**src/hdl/assert_macros.svh**
```systemverilog
// ----------------------------------------------------------------------------
// Assertion macros shared by the pending table RTL
// ----------------------------------------------------------------------------
`ifndef ASSERT_MACROS_SVH
`define ASSERT_MACROS_SVH

// Checked on every rising edge of aclk, off while aresetn is low.
`define ACPT_ASSERT(lbl, prop, msg) \
    lbl: assert property (@(posedge aclk) disable iff (!aresetn) prop) else $error(msg);

// Checked on every rising edge of aclk, reset included.
`define ACPT_ASSERT_ALWAYS(lbl, prop, msg) \
    lbl: assert property (@(posedge aclk) prop) else $error(msg);

`endif

```
**src/hdl/acpt_pkg.sv**
```systemverilog
`timescale 1ns / 1ps
// ----------------------------------------------------------------------------
// acpt_pkg
// Types and constants of the ACK coordination pending table.
// ----------------------------------------------------------------------------
package acpt_pkg;

    localparam int TABLE_DEPTH_DEF = 16;
    localparam int COUNT_W         = 5;
    localparam logic [COUNT_W-1:0] COUNT_MAX = 5'd31;

    typedef enum logic [1:0] {
        CMD_ADD   = 2'd0,
        CMD_ACK   = 2'd1,
        CMD_SWEEP = 2'd2,
        CMD_DATA  = 2'd3
    } cmd_e_t;

    typedef enum logic [2:0] {
        ST_ADDED       = 3'd0,
        ST_REPLACED    = 3'd1,
        ST_FULL        = 3'd2,
        ST_ACK_MATCHED = 3'd3,
        ST_ACK_UNKNOWN = 3'd4,
        ST_SWEPT       = 3'd5,
        ST_ACK_SENT    = 3'd6
    } status_t;

    typedef enum logic [1:0] {
        MSG_NONE = 2'd0,
        MSG_ACK  = 2'd1,
        MSG_FWD  = 2'd2
    } msg_kind_t;

    typedef enum logic [1:0] {
        SQ_IDLE,
        SQ_SCAN,
        SQ_DRAIN,
        SQ_COMMIT
    } seq_state_t;

    typedef struct packed {
        cmd_e_t      command;
        logic [31:0] pkt_id;
        logic [47:0] ack_sender;
        logic [31:0] deadline;
        logic [31:0] now_time;
    } item_t;

    typedef struct packed {
        status_t             status;
        msg_kind_t           msg_kind;
        logic [31:0]         msg_pkt_id;
        logic [47:0]         msg_destination;
        logic                msg_ttl;
        logic [COUNT_W-1:0]  expired_count;
    } result_t;

endpackage

```
**src/hdl/acpt_entry_mem.sv**
```systemverilog
`timescale 1ns / 1ps
// ----------------------------------------------------------------------------
// acpt_entry_mem
// Entry store: {deadline, pkt_id} per slot, one write and one
// registered read port.
// ----------------------------------------------------------------------------
module acpt_entry_mem import acpt_pkg::*; #(
    parameter int DEPTH = TABLE_DEPTH_DEF
) (
    input  logic                                   aclk,
    input  logic                                   wr_en,
    input  logic [((DEPTH > 1) ? $clog2(DEPTH) : 1)-1:0] wr_addr,
    input  logic [63:0]                            wr_data,
    input  logic                                   rd_en,
    input  logic [((DEPTH > 1) ? $clog2(DEPTH) : 1)-1:0] rd_addr,
    output logic [63:0]                            rd_data
);

    logic [63:0] mem [DEPTH];
    logic [63:0] rd_data_reg;

    always_ff @(posedge aclk) begin
        if (wr_en) begin
            mem[wr_addr] <= wr_data;
        end
    end

    always_ff @(posedge aclk) begin
        if (rd_en) begin
            rd_data_reg <= mem[rd_addr];
        end
    end

    assign rd_data = rd_data_reg;

endmodule

```
**src/hdl/acpt_cmp_unit.sv**
```systemverilog
`timescale 1ns / 1ps
// ----------------------------------------------------------------------------
// acpt_cmp_unit
// Shared 32-bit compare: id match for add/ACK, deadline check for the sweep.
// ----------------------------------------------------------------------------
module acpt_cmp_unit (
    input  logic [31:0] op_a,
    input  logic [31:0] op_b,
    output logic        eq,
    output logic        ge
);

    assign eq = (op_a == op_b);
    assign ge = (op_a >= op_b);

endmodule

```
**src/hdl/acpt_ctrl.sv**
```systemverilog
`timescale 1ns / 1ps
// ----------------------------------------------------------------------------
// acpt_ctrl
// Sequencer: walks the table one slot per cycle (add, ACK, sweep) through the shared compare
// unit, holds the valid bits, commits the table update and builds the result.
// ----------------------------------------------------------------------------
module acpt_ctrl import acpt_pkg::*; #(
    parameter int DEPTH = TABLE_DEPTH_DEF
) (
    input  logic        aclk,
    input  logic        aresetn,
    input  logic        in_valid,
    output logic        in_ready,
    input  item_t       in_item,
    input  logic [47:0] local_address,
    input  logic        out_free,
    output logic        res_load,
    output result_t     res
);

    localparam int IDX_W = (DEPTH > 1) ? $clog2(DEPTH) : 1;
    localparam logic [IDX_W-1:0] IDX_LAST = IDX_W'(DEPTH - 1);

    seq_state_t state_reg, state_next;

    item_t              item_reg;
    logic [IDX_W-1:0]   rd_idx_reg;
    logic [IDX_W-1:0]   cmp_idx_reg;
    logic               cmp_pend_reg;
    logic               found_reg;
    logic [IDX_W-1:0]   hit_idx_reg;
    logic               free_found_reg;
    logic [IDX_W-1:0]   free_idx_reg;
    logic [COUNT_W-1:0] count_reg;
    logic [DEPTH-1:0]   valid_reg;

    logic        accept;
    logic        commit;
    logic        rd_en;
    logic        wr_en;
    logic [IDX_W-1:0] wr_addr;
    logic [63:0] wr_data;
    logic [63:0] rd_data;
    logic [31:0] op_a;
    logic [31:0] op_b;
    logic        cmp_eq;
    logic        cmp_ge;
    logic        entry_ok;
    logic        is_sweep;

    acpt_entry_mem #(
        .DEPTH(DEPTH)
    ) u_mem (
        .aclk    (aclk),
        .wr_en   (wr_en),
        .wr_addr (wr_addr),
        .wr_data (wr_data),
        .rd_en   (rd_en),
        .rd_addr (rd_idx_reg),
        .rd_data (rd_data)
    );

    acpt_cmp_unit u_cmp (
        .op_a (op_a),
        .op_b (op_b),
        .eq   (cmp_eq),
        .ge   (cmp_ge)
    );

    // next state
    always_comb begin
        state_next = state_reg;
        case (state_reg)
            SQ_IDLE: begin
                if (in_valid) begin
                    state_next = (in_item.command == CMD_DATA) ? SQ_COMMIT : SQ_SCAN;
                end
            end
            SQ_SCAN: begin
                if (rd_idx_reg == IDX_LAST) begin
                    state_next = SQ_DRAIN;
                end
            end
            SQ_DRAIN: state_next = SQ_COMMIT;
            SQ_COMMIT: begin
                if (out_free) begin
                    state_next = SQ_IDLE;
                end
            end
            default: state_next = SQ_IDLE;
        endcase
    end

    // outputs
    always_comb begin
        in_ready = (state_reg == SQ_IDLE);
        rd_en    = (state_reg == SQ_SCAN);
        commit   = (state_reg == SQ_COMMIT) && out_free;
        res_load = commit;
    end

    assign accept   = in_valid && in_ready;
    assign is_sweep = (item_reg.command == CMD_SWEEP);
    assign op_a     = is_sweep ? item_reg.now_time : item_reg.pkt_id;
    assign op_b     = is_sweep ? rd_data[63:32] : rd_data[31:0];
    assign entry_ok = cmp_pend_reg && valid_reg[cmp_idx_reg];

    assign wr_en   = commit && (item_reg.command == CMD_ADD) && (found_reg || free_found_reg);
    assign wr_addr = found_reg ? hit_idx_reg : free_idx_reg;
    assign wr_data = {item_reg.deadline, item_reg.pkt_id};

    always_comb begin
        res = '0;
        case (item_reg.command)
            CMD_ADD: begin
                if (found_reg) begin
                    res.status = ST_REPLACED;
                end else if (free_found_reg) begin
                    res.status = ST_ADDED;
                end else begin
                    res.status = ST_FULL;
                end
            end
            CMD_ACK: begin
                if (found_reg) begin
                    res.status          = ST_ACK_MATCHED;
                    res.msg_kind        = MSG_FWD;
                    res.msg_pkt_id      = item_reg.pkt_id;
                    res.msg_destination = item_reg.ack_sender;
                    res.msg_ttl         = 1'b1;
                end else begin
                    res.status = ST_ACK_UNKNOWN;
                end
            end
            CMD_SWEEP: begin
                res.status        = ST_SWEPT;
                res.expired_count = count_reg;
            end
            default: begin
                res.status          = ST_ACK_SENT;
                res.msg_kind        = MSG_ACK;
                res.msg_pkt_id      = item_reg.pkt_id;
                res.msg_destination = local_address;
                res.msg_ttl         = 1'b1;
            end
        endcase
    end

    always_ff @(posedge aclk) begin
        if (!aresetn) begin
            state_reg      <= SQ_IDLE;
            cmp_pend_reg   <= 1'b0;
            found_reg      <= 1'b0;
            free_found_reg <= 1'b0;
            count_reg      <= '0;
            rd_idx_reg     <= '0;
            valid_reg      <= '0;
        end else begin
            state_reg <= state_next;
            if (accept) begin
                cmp_pend_reg   <= 1'b0;
                found_reg      <= 1'b0;
                free_found_reg <= 1'b0;
                count_reg      <= '0;
                rd_idx_reg     <= '0;
            end
            if (state_reg == SQ_SCAN) begin
                cmp_pend_reg <= 1'b1;
                if (rd_idx_reg != IDX_LAST) begin
                    rd_idx_reg <= rd_idx_reg + 1'b1;
                end
            end
            if (state_reg == SQ_DRAIN) begin
                cmp_pend_reg <= 1'b0;
            end
            // compare stage, one slot behind the read
            if (cmp_pend_reg) begin
                if (is_sweep) begin
                    if (entry_ok && cmp_ge) begin
                        valid_reg[cmp_idx_reg] <= 1'b0;
                        if (count_reg != COUNT_MAX) begin
                            count_reg <= count_reg + 1'b1;
                        end
                    end
                end else begin
                    if (entry_ok && cmp_eq && !found_reg) begin
                        found_reg <= 1'b1;
                    end
                    if (!valid_reg[cmp_idx_reg] && !free_found_reg) begin
                        free_found_reg <= 1'b1;
                    end
                end
            end
            if (commit) begin
                if (item_reg.command == CMD_ACK && found_reg) begin
                    valid_reg[hit_idx_reg] <= 1'b0;
                end
                if (item_reg.command == CMD_ADD && !found_reg && free_found_reg) begin
                    valid_reg[free_idx_reg] <= 1'b1;
                end
            end
        end
    end

    // payload
    always_ff @(posedge aclk) begin
        if (accept) begin
            item_reg <= in_item;
        end
        if (state_reg == SQ_SCAN) begin
            cmp_idx_reg <= rd_idx_reg;
        end
        if (cmp_pend_reg && !is_sweep) begin
            if (entry_ok && cmp_eq && !found_reg) begin
                hit_idx_reg <= cmp_idx_reg;
            end
            if (!valid_reg[cmp_idx_reg] && !free_found_reg) begin
                free_idx_reg <= cmp_idx_reg;
            end
        end
    end

endmodule

```
**src/hdl/ack_coordination_pending_table.sv**
```systemverilog
`timescale 1ns / 1ps
// An add, ACK or sweep command walks the table after the accepting edge: the
// sequencer scans every slot, drains the compare stage and then commits, and
// the result is loaded into the output register at commit. A data-received
// command skips the walk and goes from idle straight to commit. The next
// command is taken once the sequencer is back in idle. During the walk one
// slot of the entry memory is read per cycle and checked by the single shared
// 32-bit compare unit. The input is taken only while the sequencer is idle;
// the result sits in an output register, so a new command is taken while the
// last result waits, but its own result is not committed until that register
// is free.
`include "assert_macros.svh"
// ----------------------------------------------------------------------------
// ack_coordination_pending_table
// Pending packet table with deadlines: add, ACK match, timeout sweep and ACK
// generation, one result beat per command.
// ----------------------------------------------------------------------------
module ack_coordination_pending_table import acpt_pkg::*; #(
    parameter int TABLE_DEPTH = TABLE_DEPTH_DEF
) (
    input  logic         aclk,
    input  logic         aresetn,
    // configuration: local_address
    input  logic         cfg_valid,
    output logic         cfg_ready,
    input  logic [47:0]  cfg_data,
    // input stream
    input  logic         s_tvalid,
    output logic         s_tready,
    input  logic [143:0] s_tdata,  // pkt_id, ack_sender, deadline, now_time
    input  logic [1:0]   s_tuser,  // command
    // result stream
    output logic         m_tvalid,
    input  logic         m_tready,
    output logic [87:0]  m_tdata,  // msg_pkt_id, msg_destination, msg_ttl,
                                   // expired_count, 2 bits zero
    output logic [4:0]   m_tuser   // status, msg_kind
);

    logic [47:0] local_address_reg;
    logic        m_valid_reg;
    result_t     m_result_reg;
    item_t       in_item;
    result_t     res;
    logic        res_load;
    logic        out_free;
    logic        res_no_msg;
    logic        res_not_swept;

    assign cfg_ready = 1'b1;

    always_ff @(posedge aclk) begin
        if (!aresetn) begin
            local_address_reg <= '0;
        end else if (cfg_valid && cfg_ready) begin
            local_address_reg <= cfg_data;
        end
    end

    always_comb begin
        in_item.command    = cmd_e_t'(s_tuser);
        in_item.pkt_id     = s_tdata[31:0];
        in_item.ack_sender = s_tdata[79:32];
        in_item.deadline   = s_tdata[111:80];
        in_item.now_time   = s_tdata[143:112];
    end

    assign out_free = !m_valid_reg || m_tready;

    acpt_ctrl #(
        .DEPTH(TABLE_DEPTH)
    ) u_ctrl (
        .aclk          (aclk),
        .aresetn       (aresetn),
        .in_valid      (s_tvalid),
        .in_ready      (s_tready),
        .in_item       (in_item),
        .local_address (local_address_reg),
        .out_free      (out_free),
        .res_load      (res_load),
        .res           (res)
    );

    always_ff @(posedge aclk) begin
        if (!aresetn) begin
            m_valid_reg <= 1'b0;
        end else if (res_load) begin
            m_valid_reg <= 1'b1;
        end else if (m_tready) begin
            m_valid_reg <= 1'b0;
        end
    end

    always_ff @(posedge aclk) begin
        if (res_load) begin
            m_result_reg <= res;
        end
    end

    assign m_tvalid = m_valid_reg;
    assign m_tdata  = {2'b00, m_result_reg.expired_count, m_result_reg.msg_ttl,
                       m_result_reg.msg_destination, m_result_reg.msg_pkt_id};
    assign m_tuser  = {m_result_reg.msg_kind, m_result_reg.status};

    assign res_no_msg    = m_tvalid && (m_result_reg.msg_kind == MSG_NONE);
    assign res_not_swept = m_tvalid && (m_result_reg.status != ST_SWEPT);

    // one command in flight at a time
    `ACPT_ASSERT(a_one_in_flight, s_tvalid && s_tready |=> !s_tready, "beat taken while busy")
    // no message means empty message fields
    `ACPT_ASSERT(a_no_msg_empty, res_no_msg |-> m_tdata[80:0] == 81'd0, "stray message fields")
    // only the sweep reports a count
    `ACPT_ASSERT(a_count_sweep, res_not_swept |-> m_tdata[85:81] == 5'd0, "count outside a sweep")
    // a result is never loaded over one that is still waiting
    `ACPT_ASSERT_ALWAYS(a_no_overwrite, res_load |-> out_free, "result overwritten")

endmodule
```
**config.mk**
```make
export PLATFORM = sky130hd
export DESIGN_NAME = ack_coordination_pending_table
export DESIGN_NICKNAME = d
export VERILOG_FILES = /design/src/hdl/acpt_pkg.sv /design/src/hdl/acpt_entry_mem.sv /design/src/hdl/acpt_cmp_unit.sv /design/src/hdl/acpt_ctrl.sv /design/src/hdl/ack_coordination_pending_table.sv
export VERILOG_INCLUDE_DIRS = /design/src /design/src/hdl
export SDC_FILE = /design/constraint.sdc
export NUM_CORES = 1
export LEC_CHECK = 0
export BUFFER_PORTS_ARGS = -buffer_cell sky130_fd_sc_hd__buf_4
export CAP_MARGIN = 20
export CORE_MARGIN = 1.5
export CORE_UTILIZATION = 45
export CTS_BUF_LIST = sky130_fd_sc_hd__clkbuf_16
export CTS_CLUSTER_DIAMETER = 60
export DETAILED_ROUTE_END_ITERATION = 6
export GPL_ROUTABILITY_DRIVEN = 1
export GPL_TIMING_DRIVEN = 0
export HOLD_SLACK_MARGIN = 0.05
export PLACE_DENSITY = 0.64
export SLEW_MARGIN = 20
export SYNTH_ARGS = -nofsm -noshare
export SYNTH_HDL_FRONTEND = slang
export SYNTH_SLANG_ARGS = --single-unit
```
**constraint.sdc**
```tcl
create_clock -name aclk -period 4.4 [get_ports aclk]
set_input_delay 0.22 -clock aclk [delete_from_list [all_inputs] [get_ports aclk]]
set_output_delay 0.22 -clock aclk [all_outputs]
set_load 0.05 [all_outputs]
```
# --- Word-level counts from Yosys, hierarchy flattened ---
# Memory sizes are Yosys's and may differ from the RTL's. A register that Yosys moved wholly into a read port is not among the register bits.
# Index checks and enable logic that the tools add are counted.
word_totals:
  output_inout_bits: 96
  mem_count: 1
  regBits: 328
  ramBits: 1024
  latch_bits: 0
  rom_bits: 0
  word_cells: 137
classes:
  magnitude_cmp: 7
  reduce_logical: 32
  mux: 53
  n_eq_ne: 13
  n_bitwise: 6
  n_addsub: 2
  mul: 0
  div_mod_pow: 0
  shifts: 0
memory_table:
  columns: ["name", "words", "width", "rd", "rd_clocked_by_memory_dff", "write_ports", "line", "source"]
  rows:
  - ["u_ctrl.u_mem.mem", 16, 64, 1, 1, 1, "acpt_entry_mem.sv:19", "logic [63:0] mem [DEPTH];"]
op_table:
  columns: ["operator", "count"]
  rows:
  - ["$pmux W83 S2", 1]
  - ["$mux W16", 9]
  - ["$mux W83", 1]
  - ["$mux W32", 2]
  - ["$and A16 B16 Y16", 2]
  - ["$eq A32 B32 Y1", 1]
  - ["$ge A32 B32 Y1", 1]
  - ["$not A16 Y16", 2]
  - ["$mux W5", 5]
  - ["$mux W1", 18]
  - ["$logic_and A1 B1 Y1", 16]
  - ["$mux W4", 4]
  - ["$or A16 B16 Y16", 1]
  - ["$lt A4 B5 Y1 const B", 3]
  - ["$demux W1 S4", 3]
  - ["$ge A4 B1 Y1 const B", 3]
  - ["$mux W2", 5]
  - ["$pmux W3 S3", 1]
  - ["$eq A2 B2 Y1 const B", 4]
  - ["$pmux W2 S4", 1]
  - ["$mux W3", 2]
  - ["$add A5 B1 Y5 const B", 1]
  - ["$logic_not A1 Y1", 5]
  - ["$ne A5 B5 Y1 const B", 1]
  - ["other kinds (14)", 21]

# --- Logic depth before layout (Yosys ltp) ---
depth:
  depth_word: 17
  depth_mapped: 14
  depth_no_buf: 10

# --- Cells and area by module ---
# Synthesis repeated with hierarchy kept, for this count alone.
unflattened:
  cells_unflattened: 2600
  area_unflattened_um2: 53930.5
by_module_without_submodules:
  columns: ["mod", "seq_area_each_um2", "area_per_inst_um2", "instances", "cells_per_inst"]
  rows:
  - ["acpt_entry_mem", 32671.3, 40222.3, 1, 1647]
  - ["acpt_ctrl", 5345.1, 8245.4, 1, 587]
  - ["ack_coordination_pending_table", 3713.6, 4644.5, 1, 255]
  - ["acpt_cmp_unit", 0.0, 818.3, 1, 111]

# --- Least setup slack after synthesis ---
# Ideal clock, no wire load.
synth_path:
  kind: "flip-flop to flip-flop"
  from: "reg u_ctrl.state_reg[0]"
  to: "reg u_ctrl.item_reg[0] (netlist name) (enable)"
  period_less_slack_ps: 4679
  setup_time_ps: 498
  path_stages_with_launch: 6
  t_arrival_ps: 4181
  required_ps: 3902
  slack_ps: -279
  path_buffers: 1
  path_cell_list: "dfxtp_1 inv_1 ha_1 nand2_1 clkbuf_1 inv_1"
synth_between:
  elab_chain_cells: 2
synth_lines:
  columns: ["item", "line", "source"]
  rows:
  - ["from (decl)", "acpt_ctrl.sv:24", "seq_state_t state_reg, state_next;"]
  - ["from (signal assigned)", "acpt_ctrl.sv:159", "state_reg <= state_next;"]
  - ["$logic_not A2 Y1", "acpt_ctrl.sv:96", "in_ready = (state_reg == SQ_IDLE);"]
  - ["named net s_tready", "ack_coordination_pending_table.sv:29", "output logic s_tready,"]
  - ["$logic_and A1 B1 Y1", "acpt_ctrl.sv:102", "assign accept = in_valid && in_ready;"]
  - ["named net u_ctrl.accept", "acpt_ctrl.sv:37", "logic accept;"]
  - ["to (signal assigned)", "acpt_ctrl.sv:208", "item_reg <= in_item;"]
  - ["to (decl)", "acpt_ctrl.sv:26", "item_t item_reg;"]
# The timed path passes the listed nets, and every way through them passes these cells.
# A chain may end at the register's enable or synchronous reset.

# --- Worst setup path after layout ---
layout_path:
  from: "reg u_ctrl.item_reg[144] (netlist name)"
  to: "reg u_ctrl.count_reg[0]"
layout_between:
  elab_chain_cells: 7
layout_lines:
  columns: ["item", "line", "source"]
  rows:
  - ["$eq A2 B2 Y1 (*)", "acpt_ctrl.sv:103", "assign is_sweep = (item_reg.command == CMD_SWEEP);"]
  - ["$mux W32 (on tied branches)", "acpt_ctrl.sv:104, acpt_ctrl.sv:105", null]
  - ["$ge A32 B32 Y1", "acpt_cmp_unit.sv:14", "assign ge = (op_a >= op_b);"]
  - ["$logic_and A1 B1 Y1", "acpt_ctrl.sv:179", "if (entry_ok && cmp_ge) begin"]
  - ["$mux W5", "acpt_ctrl.sv:179", null]
  - ["$mux W5 (*)", "acpt_ctrl.sv:178", "if (is_sweep) begin"]
  - ["$mux W5 (*)", "acpt_ctrl.sv:177", "if (cmp_pend_reg) begin"]
  - ["to (signal assigned)", "acpt_ctrl.sv:182", "count_reg <= count_reg + 1'b1;"]
  - ["to (decl)", "acpt_ctrl.sv:34", "logic [COUNT_W-1:0] count_reg;"]
# Mark *: on every way between the ends. The rest lies on a longest branch, timed or not.

==> metrics.yaml <==
synthesis:
  synth-compound-area-share: 0.02061
  synthMuxAreaShare: 0.1583
  synth-seq-cells: 1416
  synth-edff-count: 1337
  synth.avg_cell_area_sq_um: 22.21
  ys_types: 57
  async_flop_share: 0
  synthAdderAreaFrac: 0.009072
  synthFlopType: "edfxtp_1"
  netlist_instances: 2422
  synth_area_sq_mm: 0.05379
  yosys_warnings: 0
  synth_top_family_by_area: "multiplexers"
  synthXorXnorAreaFrac: 0.0001628
  synth-seq-area-share: 0.7758
  synthSimpleGateAreaFrac: 0.02540
floorplanning:
  die_y_um: 348.7
  dieArea_sq_mm: 0.1216
  die_w_um: 348.7
  fp-row-count: 126
  core_sq_mm: 0.1182
  ios: 295
  initial_utilization: 0.4549
status:
  status: "finished, final reports clean"
timing:
  finalSetupViolations: 0
  tns_ns: 0
  final.period_utilization: 0.9657
  finalHoldViolations: 0
  slew_headroom: 0.2354
  rsz0062_at_grt: "false"
  fmax_mhz: 235.3
  worst_pin_slew_ns: 1.142
  clock_skew_ns: 0.04435
  min_period_ns: 4.249
  whs_ns: 0.1861
  finalMaxSlewViolations: 0
  fin_ws_ns: 0.1509
cts:
  cts_sinks: 1416
  cts_tree: "done"
  clk_pin_slew_worst_paths_ns: 0.06
  cts_buffers: 148
  cts_max_path_buffers: 3
  ctsHtreeMaxLevel: 4
  clock-root-buffer: "clkbuf_16"
  clk_latency_ns: 0.76
  cts_setup_buffers: 0
route:
  drtAntennaViolNets: 0
  viasPerCell: 5.777
  drtIter0Drc: 3041
  vias: 27970
  first_pass_iters: 5
  route.detailed.drc: 0
  drt-wirelength-per-cell_um: 29.14
  drt_wl_total_um: 141100
critical_path:
  crit_fanout: 10
  cp-end-kind: "register"
  crit_type: "register to register"
  critical-path-max-stage-delay_ns: 0.48
  path_buf_inv: 3
  cp-start-kind: "register"
  required_ns: 5.03
  crit_cells: 13
  cp.arrival_ns: 4.88
  crit_family: "compound AO/OA/AOI/OAI gates"
  crit_path_top_delay_cell: "edfxtp_1"
  cp-startpoint: "u_ctrl.item_reg[144]"
  rr_worst_depth: 13
  crit_chain: "nor2b_1 > clkbuf_2 > clkbuf_4 > mux2_2 > ha_1 > nand4_1 > nor4_1 > a221oi_1 > o211ai_1 > o21ai_4 > buf_8 > o211a_1 > o21a_1"
  timing.rr.start: "u_ctrl.item_reg[144]"
grt:
  grt_pass1_vias: 29020
  grt_pass1_wl_um: 201800
  grt_antenna_before_repair: 2
  overflow: 0
  grt_max_degree: 71
  track_usage: 0.2328
place:
  dp.cells: 4327
  post-place-ws_ns: -0.9787
  placedInstanceArea_sq_mm: 0.05997
  hpwl_um: 92590
  port_buffers: 289
  gp_congestion: 0.8601
power:
  powerDensity_mw_per_mm2: 517.3
  ir_drop_mv: 0.4124
  power_mw: 34.75
  power_leakage_nw: 22.21
final_layout:
  fin_nets: 3422
  final_cells: 4842
  largest_reg_flops: 1024
  final_core_util: 0.5681
  drive_gt1_frac: 0.3074
  final_cell_area_sq_mm: 0.06717
  area_delta_synth_final_pct: 24.88
hold_path:
  hp-class: "input port to register"
  holdPathStages: 2
  hold_path.startpoint: "s_tdata[31]"
job:
  maxCapViolations: 0
[worst register-to-register path, stage by stage, from the launching register on]
cell	delay (ns)
edfxtp_1	0.48
nor2b_1	0.15
clkbuf_2	0.29
clkbuf_4	0.45
mux2_2	0.44
ha_1	0.37
nand4_1	0.26
nor4_1	0.46
a221oi_1	0.16
o211ai_1	0.29
o21ai_4	0.20
buf_8	0.19
o211a_1	0.20
o21a_1	0.18
[cell usage after synthesis (all sizes together) (6+ instances only)]
| library cell | count | share of area |
|---|---|---|
| o211ai | 6 | 0.00084 |
| o21a | 10 | 0.0014 |
| edfxtp | 1337 | 0.75 |
| o221ai | 7 | 0.0011 |
| nor3 | 8 | 0.00074 |
| nor2b | 93 | 0.011 |
| a22o | 49 | 0.0080 |
| nor2 | 35 | 0.0026 |
| o21ai | 15 | 0.0016 |
| a21oi | 19 | 0.0018 |
| nand2 | 45 | 0.0031 |
| and2 | 9 | 0.0010 |
| mux2i | 82 | 0.015 |
| nand4 | 8 | 0.00093 |
| a21boi | 20 | 0.0028 |
| ha | 39 | 0.0091 |
| buf | 47 | 0.0046 |
| nand2b | 11 | 0.0013 |
| inv | 10 | 0.00070 |
| mux4 | 324 | 0.14 |
| clkbuf | 74 | 0.0052 |
| dfxtp | 79 | 0.029 |
| nand3 | 15 | 0.0014 |
| mux2 | 34 | 0.0072 |
[worst paths after layout]
check	endpoint	slack, ns
worst max register to register	u_ctrl.count_reg[0]	0.15
worst min-delay path	u_ctrl.item_reg[143]	0.19
worst min register to register	u_ctrl.cmp_idx_reg[2]	0.43
worst max-delay path	u_ctrl.count_reg[0]	0.15
[power breakdown]
| part | switching (mW) | leakage [nW] | internal, mW |
|---|---|---|---|
| logic | 3.10 | 7.00 | 2.43 |
| clock network | 5.18 | 2.42 | 6.84 |
| registers | 0.975 | 12.8 | 16.2 |
[timing repair]
action,CTS,global route
hold endpoints to repair,220,0
setup endpoints to repair,26,20
resized for setup,9,11
pin swaps,0,1
hold buffers,243,0
[kinds of logic (layout without fill, tap and decap cells)]
family,Yosys count,count (layout)
compound gates,145,145
xor+xnor,1,1
fa+ha+maj,39,39
buf+inv,131,1013
flops,1416,1416
mux,440,440
other cells,2,4
simple gates,248,248
[layer usage]
layer / global-route usage / vias to the layer above / routed length, um
met5: 0 / - / 0
met3: 0.04663 / 162 / 12030
met4: 0.05333 / 0 / 2607
met1: 0.3199 / 14720 / 57360
li1: - / 11650 / -
met2: 0.3857 / 1434 / 69100
[final cells by class]
| cell class | instances | area (sq um) |
|---|---|---|
| flip-flops and latches | 1416 | 41730 |
| plain buffers | 121 | 563.0 |
| clock buffers | 150 | 3754 |
| fillers | 8526 | 51060 |
| well taps | 1536 | 1922 |
| multi-input cells | 876 | 11670 |
| inverters | 10 | 46.29 |
| diodes | 1 | 2.502 |
| repair buffers | 611 | 6526 |
| clock inverters | 121 | 959.7 |
[placed cells by master, fill, tap and decap left out, drive strengths merged, types with 39 or more instances in the layout]
cell type    count
dlygate4sd3    243
nand2           45
a22o            49
nor2b           93
ha              39
inv             52
edfxtp        1337
dfxtp           79
buf            410
clkbuf         228
mux2i           82
clkinv          62
mux4           324
(Power assumes the default switching activity.)
